### config.mk
export PLATFORM = sky130hd
export DESIGN_NAME = countdown_timer_bank
export DESIGN_NICKNAME = d
export VERILOG_FILES = /design/src/sv/ctb_pkg.sv /design/src/sv/ctb_ctrl.sv /design/src/sv/ctb_dp.sv /design/src/sv/countdown_timer_bank.sv
export SDC_FILE = /design/constraint.sdc
export NUM_CORES = 1
export LEC_CHECK = 0
export BUFFER_PORTS_ARGS = -buffer_cell sky130_fd_sc_hd__buf_2
export CELL_PAD_IN_SITES_DETAIL_PLACEMENT = 0
export CELL_PAD_IN_SITES_GLOBAL_PLACEMENT = 2
export CORE_ASPECT_RATIO = 0.5
export CORE_MARGIN = 2
export CORE_UTILIZATION = 46
export DETAILED_ROUTE_END_ITERATION = 10
export PLACE_DENSITY = 0.78
export SLEW_MARGIN = 20
export SYNTH_ARGS = -nofsm -noshare
export SYNTH_HDL_FRONTEND = slang
export SYNTH_SLANG_ARGS = --single-unit
### constraint.sdc
create_clock -name clk -period 3.1 [get_ports clk]
set_input_delay 0.31 -clock clk [delete_from_list [all_inputs] [get_ports clk]]
set_output_delay 0.31 -clock clk [all_outputs]
set_load 0.05 [all_outputs]
### src/sv/ctb_pkg.sv
// Shared types and constants for the countdown timer bank.
// Holds the request and result payloads and the controller/datapath command bundle.
`default_nettype none

package ctb_pkg;

  localparam int TIMER_SLOTS = 16;
  localparam int ADDR_W = (TIMER_SLOTS > 1) ? $clog2(TIMER_SLOTS) : 1;
  localparam int CNT_W = $clog2(TIMER_SLOTS + 1);

  localparam logic [1:0] OP_ALLOC = 2'd0;
  localparam logic [1:0] OP_SET = 2'd1;
  localparam logic [1:0] OP_GET = 2'd2;
  localparam logic [1:0] OP_TICK = 2'd3;

  localparam logic [1:0] ST_OK = 2'd0;
  localparam logic [1:0] ST_FULL = 2'd1;
  localparam logic [1:0] ST_RANGE = 2'd2;

  typedef struct packed {
    logic [1:0]  op;
    logic [3:0]  timer_index;
    logic [15:0] seconds;
  } req_t;

  typedef struct packed {
    logic [1:0]  status;
    logic [3:0]  new_index;
    logic [15:0] value;
  } rsp_t;

  // Commands from the controller to the datapath.
  typedef struct packed {
    logic load_req;
    logic mem_rd;
    logic rd_walk;
    logic mem_wr;
    logic wr_dec;
    logic walk_inc;
    logic out_load;
  } cmd_t;

  // Status from the datapath back to the controller.
  typedef struct packed {
    logic [1:0] op;
    logic       cnt_zero;
    logic       walk_last;
    logic       out_free;
  } sts_t;

endpackage

`default_nettype wire

### src/sv/ctb_ctrl.sv
// Controller state machine of the countdown timer bank.
// Depends on ctb_pkg for the command and status bundles and operation codes.
`default_nettype none

module ctb_ctrl (
  input  wire logic          clk,
  input  wire logic          rst_n,
  input  wire logic          in_valid,
  output logic               in_stall,
  input  wire ctb_pkg::sts_t sts,
  output ctb_pkg::cmd_t      cmd
);

  typedef enum logic [4:0] {
    S_IDLE = 5'b00001,
    S_EXEC = 5'b00010,
    S_RD   = 5'b00100,
    S_WR   = 5'b01000,
    S_DONE = 5'b10000
  } state_t;

  state_t state_r, state_nxt;

  always_ff @(posedge clk) begin
    if (!rst_n) begin
      state_r <= S_IDLE;
    end else begin
      state_r <= state_nxt;
    end
  end

  assign in_stall = (state_r != S_IDLE);

  always_comb begin
    state_nxt = state_r;
    cmd = '0;
    case (state_r)
      S_IDLE: begin
        if (in_valid) begin
          cmd.load_req = 1'b1;
          state_nxt = S_EXEC;
        end
      end
      S_EXEC: begin
        case (sts.op)
          ctb_pkg::OP_SET: begin
            cmd.mem_wr = 1'b1;
            state_nxt = S_DONE;
          end
          ctb_pkg::OP_GET: begin
            cmd.mem_rd = 1'b1;
            state_nxt = S_DONE;
          end
          ctb_pkg::OP_TICK: begin
            state_nxt = sts.cnt_zero ? S_DONE : S_RD;
          end
          default: begin
            state_nxt = S_DONE;
          end
        endcase
      end
      S_RD: begin
        cmd.mem_rd = 1'b1;
        cmd.rd_walk = 1'b1;
        state_nxt = S_WR;
      end
      S_WR: begin
        cmd.mem_wr = 1'b1;
        cmd.wr_dec = 1'b1;
        cmd.walk_inc = 1'b1;
        state_nxt = sts.walk_last ? S_DONE : S_RD;
      end
      S_DONE: begin
        if (sts.out_free) begin
          cmd.out_load = 1'b1;
          state_nxt = S_IDLE;
        end
      end
      default: begin
        state_nxt = S_IDLE;
      end
    endcase
  end

endmodule

`default_nettype wire

### src/sv/ctb_dp.sv
// Datapath of the countdown timer bank: timer store, allocation count, tick walk
// pointer and the output register. Depends on ctb_pkg.
`default_nettype none

module ctb_dp (
  input  wire logic          clk,
  input  wire logic          rst_n,
  input  wire ctb_pkg::req_t in_data,
  input  wire ctb_pkg::cmd_t cmd,
  output ctb_pkg::sts_t      sts,
  output logic               out_valid,
  input  wire logic          out_stall,
  output ctb_pkg::rsp_t      out_data
);

  localparam int AW = ctb_pkg::ADDR_W;
  localparam int CW = ctb_pkg::CNT_W;

  logic [15:0]                      mem [ctb_pkg::TIMER_SLOTS];
  logic [ctb_pkg::TIMER_SLOTS-1:0]  vld_r;
  ctb_pkg::req_t                    req_r;
  logic [CW-1:0]                    cnt_r;
  logic [CW-1:0]                    walk_r;
  logic [15:0]                      rdata_r;
  logic                             out_valid_r;
  ctb_pkg::rsp_t                    out_r;

  logic [AW-1:0] req_addr;
  logic [AW-1:0] mem_addr;
  logic [15:0]   wdata;
  logic          wr_en;
  logic          in_range;
  logic          full;
  ctb_pkg::rsp_t rsp;

  assign req_addr = AW'(req_r.timer_index);
  assign in_range = (32'(req_r.timer_index) < ctb_pkg::TIMER_SLOTS);
  assign full     = (cnt_r == CW'(ctb_pkg::TIMER_SLOTS));

  assign mem_addr = cmd.rd_walk || cmd.wr_dec ? walk_r[AW-1:0] : req_addr;
  assign wdata    = cmd.wr_dec ? (rdata_r - 16'd1) : req_r.seconds;
  // A set writes only inside the table; a tick step leaves zero timers alone.
  assign wr_en    = cmd.mem_wr && (cmd.wr_dec ? (rdata_r != 16'd0) : in_range);

  always_ff @(posedge clk) begin
    if (wr_en) begin
      mem[mem_addr] <= wdata;
    end
    if (cmd.mem_rd) begin
      rdata_r <= vld_r[mem_addr] ? mem[mem_addr] : 16'd0;
    end
    if (cmd.load_req) begin
      req_r <= in_data;
    end
    if (cmd.out_load) begin
      out_r <= rsp;
    end
  end

  always_ff @(posedge clk) begin
    if (!rst_n) begin
      vld_r       <= '0;
      cnt_r       <= '0;
      walk_r      <= '0;
      out_valid_r <= 1'b0;
    end else begin
      if (wr_en) begin
        vld_r[mem_addr] <= 1'b1;
      end
      if (cmd.out_load && req_r.op == ctb_pkg::OP_ALLOC && !full) begin
        cnt_r <= cnt_r + CW'(1);
      end
      if (cmd.load_req) begin
        walk_r <= '0;
      end else if (cmd.walk_inc) begin
        walk_r <= walk_r + CW'(1);
      end
      if (cmd.out_load) begin
        out_valid_r <= 1'b1;
      end else if (!out_stall) begin
        out_valid_r <= 1'b0;
      end
    end
  end

  always_comb begin
    rsp = '0;
    case (req_r.op)
      ctb_pkg::OP_ALLOC: begin
        if (full) begin
          rsp.status = ctb_pkg::ST_FULL;
        end else begin
          rsp.new_index = 4'(cnt_r);
        end
      end
      ctb_pkg::OP_SET: begin
        if (!in_range) begin
          rsp.status = ctb_pkg::ST_RANGE;
        end
      end
      ctb_pkg::OP_GET: begin
        if (!in_range) begin
          rsp.status = ctb_pkg::ST_RANGE;
        end else begin
          rsp.value = rdata_r;
        end
      end
      default: begin
        rsp.status = ctb_pkg::ST_OK;
      end
    endcase
  end

  assign sts.op        = req_r.op;
  assign sts.cnt_zero  = (cnt_r == '0);
  assign sts.walk_last = ((walk_r + CW'(1)) == cnt_r);
  assign sts.out_free  = !out_valid_r || !out_stall;

  assign out_valid = out_valid_r;
  assign out_data  = out_r;

endmodule

`default_nettype wire

### src/sv/countdown_timer_bank.sv
// Countdown timer bank: allocate, set, get and tick requests, one result each.
// Allocate, set and get go from execute straight to done; tick first walks the allocated timers
// with a read-then-write step per timer over the single store port.
// One request is in work at a time; the next is taken while a result waits in the output register.
// Synchronous active-low reset clears the store (per-entry valid bits) and the allocation count.
`default_nettype none

module countdown_timer_bank (
  input  wire logic          clk,
  input  wire logic          rst_n,
  input  wire logic          in_valid,
  output logic               in_stall,
  input  wire ctb_pkg::req_t in_data,
  output logic               out_valid,
  input  wire logic          out_stall,
  output ctb_pkg::rsp_t      out_data
);

  ctb_pkg::cmd_t cmd;
  ctb_pkg::sts_t sts;

  ctb_ctrl u_ctrl (
    .clk      (clk),
    .rst_n    (rst_n),
    .in_valid (in_valid),
    .in_stall (in_stall),
    .sts      (sts),
    .cmd      (cmd)
  );

  ctb_dp u_dp (
    .clk       (clk),
    .rst_n     (rst_n),
    .in_data   (in_data),
    .cmd       (cmd),
    .sts       (sts),
    .out_valid (out_valid),
    .out_stall (out_stall),
    .out_data  (out_data)
  );

endmodule

`default_nettype wire

== After elaboration in Yosys (flattened, before gate mapping) ==
Memories as Yosys holds them, arrays and structs flattened. A register that Yosys moved wholly into a read port is not among the register bits.
Cells that the tools add are included.

* Flip-flop bits (word level): 76
* Bits of input ports: 26
* Output and inout bits: 24
* Word-level logic and storage cells: 78
* Memory bits (writable): 256
* Memories: 1

* Bitwise gates (word level): 3
* Equality and inequality tests: 14
* Add/sub/neg operators: 3
* Mux-type cells: 28
* Reduce and logical (&&, ||, !) cells: 16
* $lt $le $gt $ge: 2

{| class="wikitable"
|+ Memory list
! memory !! depth !! width !! rd ports !! clocked after memory_dff !! write ports !! RTL line !! text
|-
| u_dp.mem || 16 || 16 || 1 || 1 || 1 || ctb_dp.sv:19 || <nowiki>logic [15:0] mem [ctb_pkg::TIMER_SLOTS];</nowiki>
|}

{| class="wikitable"
|+ Operators by type and width
! kind !! number
|-
| two-way mux 5 bit || 5
|-
| one-hot mux 5 bit (5 select lines) || 1
|-
| two-way mux 16 bit || 1
|-
| bitwise OR 16 bit || 1
|-
| nonzero test 16 bit || 1
|-
| subtractor 16 x 1 -> 16 bit (second input constant) || 1
|-
| two-way mux 1 bit || 15
|-
| adder 5 x 1 -> 5 bit (second input constant) || 2
|-
| == test 5 bit (second input constant) || 2
|-
| == test 5 x 1 -> 1 bit (second input constant) || 1
|-
| == test 5 x 2 -> 1 bit (second input constant) || 1
|-
| == test 5 x 3 -> 1 bit (second input constant) || 1
|-
| == test 5 x 4 -> 1 bit (second input constant) || 1
|-
| == test 5 bit || 1
|-
| logical NOT 5 bit || 1
|-
| < comparator 4 x 5 -> 1 bit (second input constant) || 1
|-
| inequality test 5 x 1 -> 1 bit (second input constant) || 1
|-
| binary-select mux 1 bit (select 4 bit) || 1
|-
| demux 1 bit (select 4 bit) || 1
|-
| == test 2 bit (second input constant) || 2
|-
| >= comparator 4 x 1 -> 1 bit (second input constant) || 1
|-
| logical AND 1 bit || 4
|-
| logical NOT 1 bit || 4
|-
| two-way mux 4 bit || 1
|-
| other kinds (10) || 15
|}

== Depth between registers and ports, before layout ==
Gate-level depths: netlist of run 1.

* Depth after elaboration: 9
* Gate-level depth with buffers: 10
* Mapped depth without buffers: 8

== Modules after synthesis ==
A second synthesis of run 1 with hierarchy kept.

* Cells, all modules: 869
* Area, all modules: 13825.8 um2

{| class="wikitable"
|+ By module, submodules not included
! module !! cells an instance !! times used !! seq. area each (um2) !! area each (um2)
|-
| ctb_dp || 827 || 1 || 9999.6 || 13489.2
|-
| ctb_ctrl || 42 || 1 || 100.1 || 336.6
|}

== Worst setup path after synthesis of run 1 ==
OpenSTA, ideal clock, no wires.

* Path kind: register to register
* Start: reg u_dp.rdata_r[2] (read register of u_dp.mem)
* End: mem u_dp.mem[0][11] (data pin)
* Clock period less this slack: 2841 ps
* Arrival: 2510 ps
* Setup time: 330 ps
* Slack: 259 ps
* Path buffers: 0
* Stages on the path, launching flop included: 7
* Data required time: 2770 ps
* Cell sequence: edfxtp_1 or4_1 or4_1 nor2_1 nand2_1 xor2_1 o21ai_0

* Cells in the longest elaborated chain, start to end: 2

{| class="wikitable"
|+ Ends and longest elaborated chain
! what !! RTL line !! text
|-
| from (decl) || ctb_dp.sv:24 || <nowiki>logic [15:0] rdata_r;</nowiki>
|-
| subtractor 16 x 1 -> 16 bit || ctb_dp.sv:41 || <nowiki>assign wdata = cmd.wr_dec ? (rdata_r - 16'd1) : req_r.seconds;</nowiki>
|-
| two-way mux 16 bit || ctb_dp.sv:41 ||
|-
| named net u_dp.wdata[11] || ctb_dp.sv:30 || <nowiki>logic [15:0] wdata;</nowiki>
|-
| to (decl) || ctb_dp.sv:19 ||
|}

The timed path passes the listed nets, and every way through them passes these cells.

== Final worst setup path of run 1 ==
* Start: reg u_dp.rdata_r[1] (read register of u_dp.mem)
* End: mem u_dp.mem[9][15] (data pin)

The elaborated chain is that of the path after synthesis.

==> results.ini, run 1 <==
[worst_setup_path]
cp-start-kind = flop
path_buf_inv = 0
cp-end-kind = flop
cp.required_ns = 3.35
path_delay_family = simple AND/OR/NAND/NOR gates
crit_top_cell = or4_1
slowest_delay_ns = 0.73
slowest_stage = o21ai_1
crit_path_max_fanout = 16
path_cells = or4_1 -> or4_1 -> nor2_1 -> nand3_1 -> xor2_1 -> o21ai_1
path_class = flop to flop
cp.arrival_ns = 3.19

[pwr]
switching_share_pct = 21.9
p_leak_uw = 0.00536
power.share.sequential_pct = 55.7
comb_power_share_pct = 5.0
total_power_uw = 9230
power_density_nw_per_um2 = 579
power_switching_uw = 2020
p_int_uw = 7210
peakVddDrop_v = 0.000378
pwr-share-clk_pct = 39.3

[global_route]
grt_remaining_overflow = 0
grt_pass1_vias = 8301
grt_start_max_net_pins = 65
grt_first_pass_wirelength_mm = 51.5
grt_use_total_pct = 22.4
grt_antenna_before_repair = 0

[sta]
slew_viol_final = 0
tightestPinTransition_ns = 0.940
fin_crit_ns = 2.94
finalSetupTns_ns = 0
holdWs_ns = 0.0709
fin_crit_sh_pct = 94.8
hold_viol_final = 0
relSlewSlack_pct = 36.9
max_freq_ghz = 0.340
setup_viol = 0
rsz0062_at_grt = no
clock_skew_ns = 0.0149

[layout]
layout.nets = 1031
diodes = 0
regArea_um2 = 10100
areaGrowthSynthToFinish_pct = 17.2
multi_input_area_um2 = 3290
final_cells = 1416
drive_gt1_share_pct = 18.8
n_fill_cell = 2254
stdcell_area_um2 = 15900

[clock_tree]
cts_tree = built
path_clk_slew_ns = 0.07
numCtsBuffers = 31
postCtsSetupRepairBufs = 0
cts.sinks = 347
h-tree-depth = 1
clock_path_buffers = 3
clock_latency_ns = 0.58
cts_root_buf = clkbuf_16

[die]
design.portCount = 50
num_rows = 44
dieArea_um2 = 31000
die_h_um = 126
initial_utilization_pct = 46.9
core_area_um2 = 29000
die_x_um = 247

[synthesis]
synth_area_um2 = 13600
synth.distinct_cells = 57
synthTopCellsByArea = edfxtp_1 70%, a222oi_1 4.7%, dfxtp_1 4.7%
synthAdderAreaFrac_pct = 0.460
synth_common_cells = 315 x edfxtp_1, 89 x nand2_1, 64 x a21o_1, 64 x a222oi_1, 36 x nor2_1
syn_inst = 876
yosys.area_share.simple_pct = 7.82
synth_edf_count = 315
synthMuxAreaShare_pct = 0.258
yosysWarnings = 0
async_reset_ff_share_pct = 0
synth_top_area_share_pct = 69.6
synth_top_family_by_area = compound AO/OA/AOI/OAI gates
synth-xor-area-share_pct = 1.99
syn_avg_cell_area_um2 = 15.5
yosysTopAreaCell = edfxtp_1
ys_dominant_reg_cell = edfxtp_1
ys_ff_latch = 347
ys_seq_area_share_pct = 74.3
synth-compound-area-share_pct = 13.1
synth_nets = 907
synth.most_common_cell = edfxtp_1

[placed_design]
port_buffers = 48
dp.cells = 1336
place_area_um2 = 14700
routabilityCongestion = 0.773
dp_hpwl_mm = 20.2

[detailed_routing]
route.detailed.drc = 0
viasPerCell = 5.86
vias = 8299
first_iter_violations = 1191
dr.pass1.iters = 7
ant_nets = 0
wire_per_inst_um = 24.1
routed_wl_mm = 34.1

[status]
status = finished clean

[hold_path]
min_path_type = input pin to flop

[job]
max_cap_viol_count = 0

worst min-delay path, delay by kind of cell:
| family | cells | cell delay, ns |
|---|---|---|
| AOI/OAI and AO/OA | 1 | 0.09 |
| buffers and inverters | 1 | 0.11 |
| and+or+nand+nor | 1 | 0.09 |
flip-flops by register name, summed over array words and instances, names as in the netlist:
register and cells:
u_dp.sts 2, u_ctrl.state_r 5, u_dp.rdata_r 16, u_dp.mem 256, u_dp.out_valid 1, u_dp.walk_r 5
u_dp.cnt_r 5, u_dp.req_r 16, u_dp.out_data 21, u_dp.req_addr 4, u_dp.vld_r 16
per-stage QoR:
| step | util [%] | worst slack (ns) |
|---|---|---|
| 2_1_floorplan | - | 0.259 |
| 3_3_place_gp | 50.8 | -0.176 |
| 4_1_cts | 54.9 | 0.0455 |
| 5_1_grt | 54.9 | 0.0136 |
| 6_report | 54.9 | 0.160 |
| 3_5_place_dp | 50.8 | -0.166 |
layout by cell type, fill, tap and decap left out, types with 8 or more instances in the layout:
| master | synthesis | final |
|---|---|---|
| edfxtp_1 | 315 | 315 |
| nand2_1 | 89 | 89 |
| a222oi_1 | 64 | 64 |
| a21o_1 | 64 | 64 |
| buf_4 | 6 | 60 |
| buf_2 | 17 | 48 |
| dfxtp_1 | 32 | 32 |
| clkbuf_16 | 0 | 31 |
| o21ai_0 | 29 | 29 |
| and2_1 | 26 | 26 |
| dlygate4sd3_1 | 0 | 22 |
| a41oi_1 | 19 | 19 |
| xnor2_1 | 19 | 19 |
| nor2_1 | 36 | 19 |
| o21a_1 | 18 | 18 |
| nor2_2 | 0 | 17 |
| nor3_1 | 12 | 12 |
| inv_1 | 9 | 9 |
| xor2_1 | 10 | 9 |
| clkinv_1 | 0 | 9 |
| buf_12 | 0 | 8 |
layer usage:
metal / vias to the layer above / global-route usage (%) / part of all wire [%]
met5: - / 0 / 0
met4: 0 / 4.96 / 2.2
met3: 53 / 3.89 / 7.9
met2: 353 / 34.7 / 45
met1: 4154 / 33.4 / 45
li1: 3739 / - / -
final timing paths:
kind | endpoint | slack [ns] | start | depth (start not counted)
min reg2reg | u_dp.vld_r[10] | 0.46 | u_dp.vld_r[10] | 1
max reg2reg | u_dp.mem[9][15] | 0.16 | u_dp.rdata_r[1] | 6
min | u_dp.out_valid | 0.07 | out_stall | 3
max | u_dp.mem[9][15] | 0.16 | u_dp.rdata_r[1] | 6
power by group through the flow:
stage	logic, uW	clock network (uW)	registers (uW)
CTS	462	3680	5140
global placement	431	0	5250
detailed placement	438	0	5250
finish	463	3620	5140
floorplan	269	0	5250
global route	502	3870	5140
what timing repair did:
| action | 4_1_cts | 5_1_grt |
|---|---|---|
| hold buffers | 22 | 0 |
| setup endpoints to repair | 2 | 1 |
| gates resized for setup | 2 | 2 |
| hold endpoints to repair | 22 | 0 |
| cloned | 0 | 0 |
layout make-up:
type	count	share of cell area, %
sequential	347	63.4
clock inverter	20	0.746
inverter	9	0.212
tap	391	3.07
multi-input combinational	473	20.7
timing repair buffer	138	6.72
clock buffer	38	5.22
cell families (layout without fill, tap and decap cells):
| logic type | count (synthesis) | in the layout |
|---|---|---|
| AOI/OAI and AO/OA | 219 | 219 |
| buffers and inverters | 56 | 205 |
| adders and majority gates | 5 | 5 |
| xor gates and xnor gates | 30 | 30 |
| muxes | 3 | 3 |
| other | 1 | 1 |
| and+or+nand+nor | 215 | 215 |
| DFF | 347 | 347 |
Power figures use the tool's default switching activity.
==> inputs of run 2 (changes only) <==
--- a/config.mk
+++ b/config.mk
@@ -5,7 +5,9 @@
 export SDC_FILE = /design/constraint.sdc
 export NUM_CORES = 1
 export LEC_CHECK = 0
+export ABC_CLOCK_PERIOD_IN_PS = 3200
 export BUFFER_PORTS_ARGS = -buffer_cell sky130_fd_sc_hd__buf_2
+export CAP_MARGIN = 10
 export CELL_PAD_IN_SITES_DETAIL_PLACEMENT = 0
 export CELL_PAD_IN_SITES_GLOBAL_PLACEMENT = 2
 export CORE_ASPECT_RATIO = 0.5
==> constraint.sdc (replaced) <==
create_clock -name clk -period 3.2 [get_ports clk]
set_input_delay 0.32 -clock clk [delete_from_list [all_inputs] [get_ports clk]]
set_output_delay 0.32 -clock clk [all_outputs]
set_load 0.05 [all_outputs]
==> results.ini, run 2 (synthesized netlist as in run 1, its figures left out) <==
[detailed_routing]
wire_per_inst_um = 24.9  ; was 24.1 um
dr.pass1.iters = 6  ; was 7
first_iter_violations = 1241  ; was 1191
route.detailed.drc = 0  ; unchanged
viasPerCell = 5.97  ; was 5.86
routed_wl_mm = 35.0  ; was 34.1 mm
vias = 8373  ; was 8299
ant_nets = 0  ; unchanged

[global_route]
grt_use_total_pct = 22.7  ; was 22.4%
grt_antenna_before_repair = 0  ; unchanged
grt_first_pass_wirelength_mm = 51.5  ; about the same
grt_start_max_net_pins = 65  ; unchanged
grt_remaining_overflow = 0  ; unchanged
grt_pass1_vias = 8215  ; was 8301

[layout]
layout.nets = 1026  ; was 1031
areaGrowthSynthToFinish_pct = 17.4  ; was 17.2%
n_fill_cell = 2310  ; was 2254
largest_reg_flops = 256  ; unchanged
regMostFlops = u_dp.mem  ; unchanged
postLayoutCoreUtil_pct = 55.0  ; was 54.9%
diodes = 0  ; unchanged
layout_common_cells = 315 x edfxtp_1, 89 x nand2_1, 64 x a222oi_1, 64 x a21o_1, 51 x buf_4  ; was 315 x edfxtp_1, 89 x nand2_1, 64 x a222oi_1, 64 x a21o_1, 60 x buf_4
final_common_cell = edfxtp_1  ; unchanged
drive_gt1_share_pct = 18.3  ; was 18.8%

[clock_tree]
cts_root_buf = clkbuf_16  ; unchanged
clock_path_buffers = 3  ; unchanged
cts.sinks = 347  ; unchanged
cts_tree = built  ; unchanged
h-tree-depth = 1  ; unchanged
numCtsBuffers = 31  ; unchanged
clock_latency_ns = 0.59  ; was 0.58 ns
path_clk_slew_ns = 0.06  ; was 0.07 ns

[sta]
setup_viol = 0  ; unchanged
slew_viol_final = 0  ; unchanged
finalSetupTns_ns = 0  ; unchanged
rsz0062_at_grt = no  ; unchanged
clock_skew_ns = 0.0227  ; was 0.0149 ns
fin_crit_ns = 3.08  ; was 2.94 ns
fin_crit_sh_pct = 96.1  ; was 94.8%
max_freq_ghz = 0.325  ; was 0.340 GHz
relSlewSlack_pct = 37.0  ; was 36.9%
hold_viol_final = 0  ; unchanged
tightestPinTransition_ns = 0.938  ; was 0.940 ns

[pwr]
peakVddDrop_v = 0.000397  ; was 0.000378 V
power_density_nw_per_um2 = 573  ; was 579 nW/um^2
total_power_uw = 9140  ; was 9230 uW
comb_power_share_pct = 5.0  ; about the same
p_leak_uw = 0.00536  ; about the same
pwr-share-clk_pct = 40.4  ; was 39.3%
p_int_uw = 7210  ; about the same
power_switching_uw = 1930  ; was 2020 uW
switching_share_pct = 21.1  ; was 21.9%
power.share.sequential_pct = 54.6  ; was 55.7%

[worst_setup_path]
cp.arrival_ns = 3.39  ; was 3.19 ns
startpoint = u_ctrl.state_r[4]  ; was u_dp.rdata_r[1]
cp-start-kind = flop  ; unchanged
slowest_delay_ns = 0.52  ; was 0.73 ns
cp-end-kind = flop  ; unchanged
cp.required_ns = 3.51  ; was 3.35 ns
path_delay_family = simple AND/OR/NAND/NOR gates  ; unchanged
rr_startpoint = u_ctrl.state_r[4]  ; was u_dp.rdata_r[1]
path_class = flop to flop  ; unchanged
path_buf_inv = 1  ; was 0
crit_path_max_fanout = 64  ; was 16
path_cells = or3_1 -> nor4_2 -> or2_2 -> buf_12 -> a222oi_1 -> a21o_1 -> a41oi_1  ; was or4_1 -> or4_1 -> nor2_1 -> nand3_1 -> xor2_1 -> o21ai_1
slowest_stage = a41oi_1  ; was o21ai_1

[job]
max_cap_viol_count = 0  ; unchanged

[die]
die_x_um = 247  ; unchanged
dieArea_um2 = 31000  ; unchanged
die_h_um = 126  ; unchanged
initial_utilization_pct = 46.9  ; unchanged
design.portCount = 50  ; unchanged
num_rows = 44  ; unchanged
core_area_um2 = 29000  ; unchanged

[hold_path]
worstHoldStart = out_stall  ; unchanged
min_path_type = input pin to flop  ; unchanged

[status]
status = finished clean  ; unchanged

[placed_design]
routabilityCongestion = 0.775  ; was 0.773
port_buffers = 48  ; unchanged
dp_hpwl_mm = 20.2  ; about the same

run 2: path summary, 6_finish.rpt:
check / endpoint / slack, ns / cells past startpoint
hold reg to reg: u_dp.vld_r[8] / 0.47 / 1
hold / removal: u_dp.out_valid / 0.11 / 3
setup reg to reg: u_dp.rdata_r[3] / 0.12 / 7
setup / recovery: u_dp.rdata_r[3] / 0.12 / 7
run 2: area by class of cell:
cell class / instances / area, um^2 / area share (%)
clock buffers: 40 / 840 / 5.26
clock inverters: 10 / 145 / 0.910
inverters: 9 / 33.8 / 0.212
multi-input cells: 473 / 3260 / 20.5
flip-flops and latches: 347 / 10100 / 63.3
well taps: 391 / 489 / 3.07
repair buffers: 133 / 1080 / 6.79
run 2: what timing repair did:
item | CTS | global route
gates resized for setup | 0 | 1
setup buffers | 0 | 0
endpoints found under the hold margin | 22 | 0
endpoints found under the setup margin | 0 | 2
hold buffers | 22 | 0
run 2: power by group through the flow:
stage / sequential [uW] / combinational, uW / clock, uW
4_1_cts: 4980 / 456 / 3760
5_1_grt: 4980 / 493 / 3940
6_report: 4990 / 459 / 3690
3_5_place_dp: 5080 / 433 / 0
3_3_place_gp: 5080 / 427 / 0
2_1_floorplan: 5080 / 260 / 0
run 2: routing by layer:
metal  global-route usage (%)  vias up  routed length (um)
li1                         -     3716                   -
met1                     34.3     4237               15400
met2                     34.1      377               15600
met3                     4.16       43                3340
met4                     5.53        0                 687
met5                        0        -                   0
run 2: worst register-to-register path, cell delays in order, from the launching register on:
cell and delay, ns:
dfxtp_1 0.35, or3_1 0.51, nor4_2 0.49, or2_2 0.24
buf_12 0.32, a222oi_1 0.17, a21o_1 0.21, a41oi_1 0.52
run 2: metrics by stage:
step                      cell area (um^2)  worst slack (ns)  hold slack, ns  cells
after detailed placement             14700            0.0893           0.450   1331
after CTS                            16000            0.0777          0.0958   1403
after floorplan                      13600             0.359           0.419    876
after global routing                 16000           0.00743           0.116   1403
after global placement               14700            0.0857           0.447   1331
final                                16000             0.124           0.114   1403
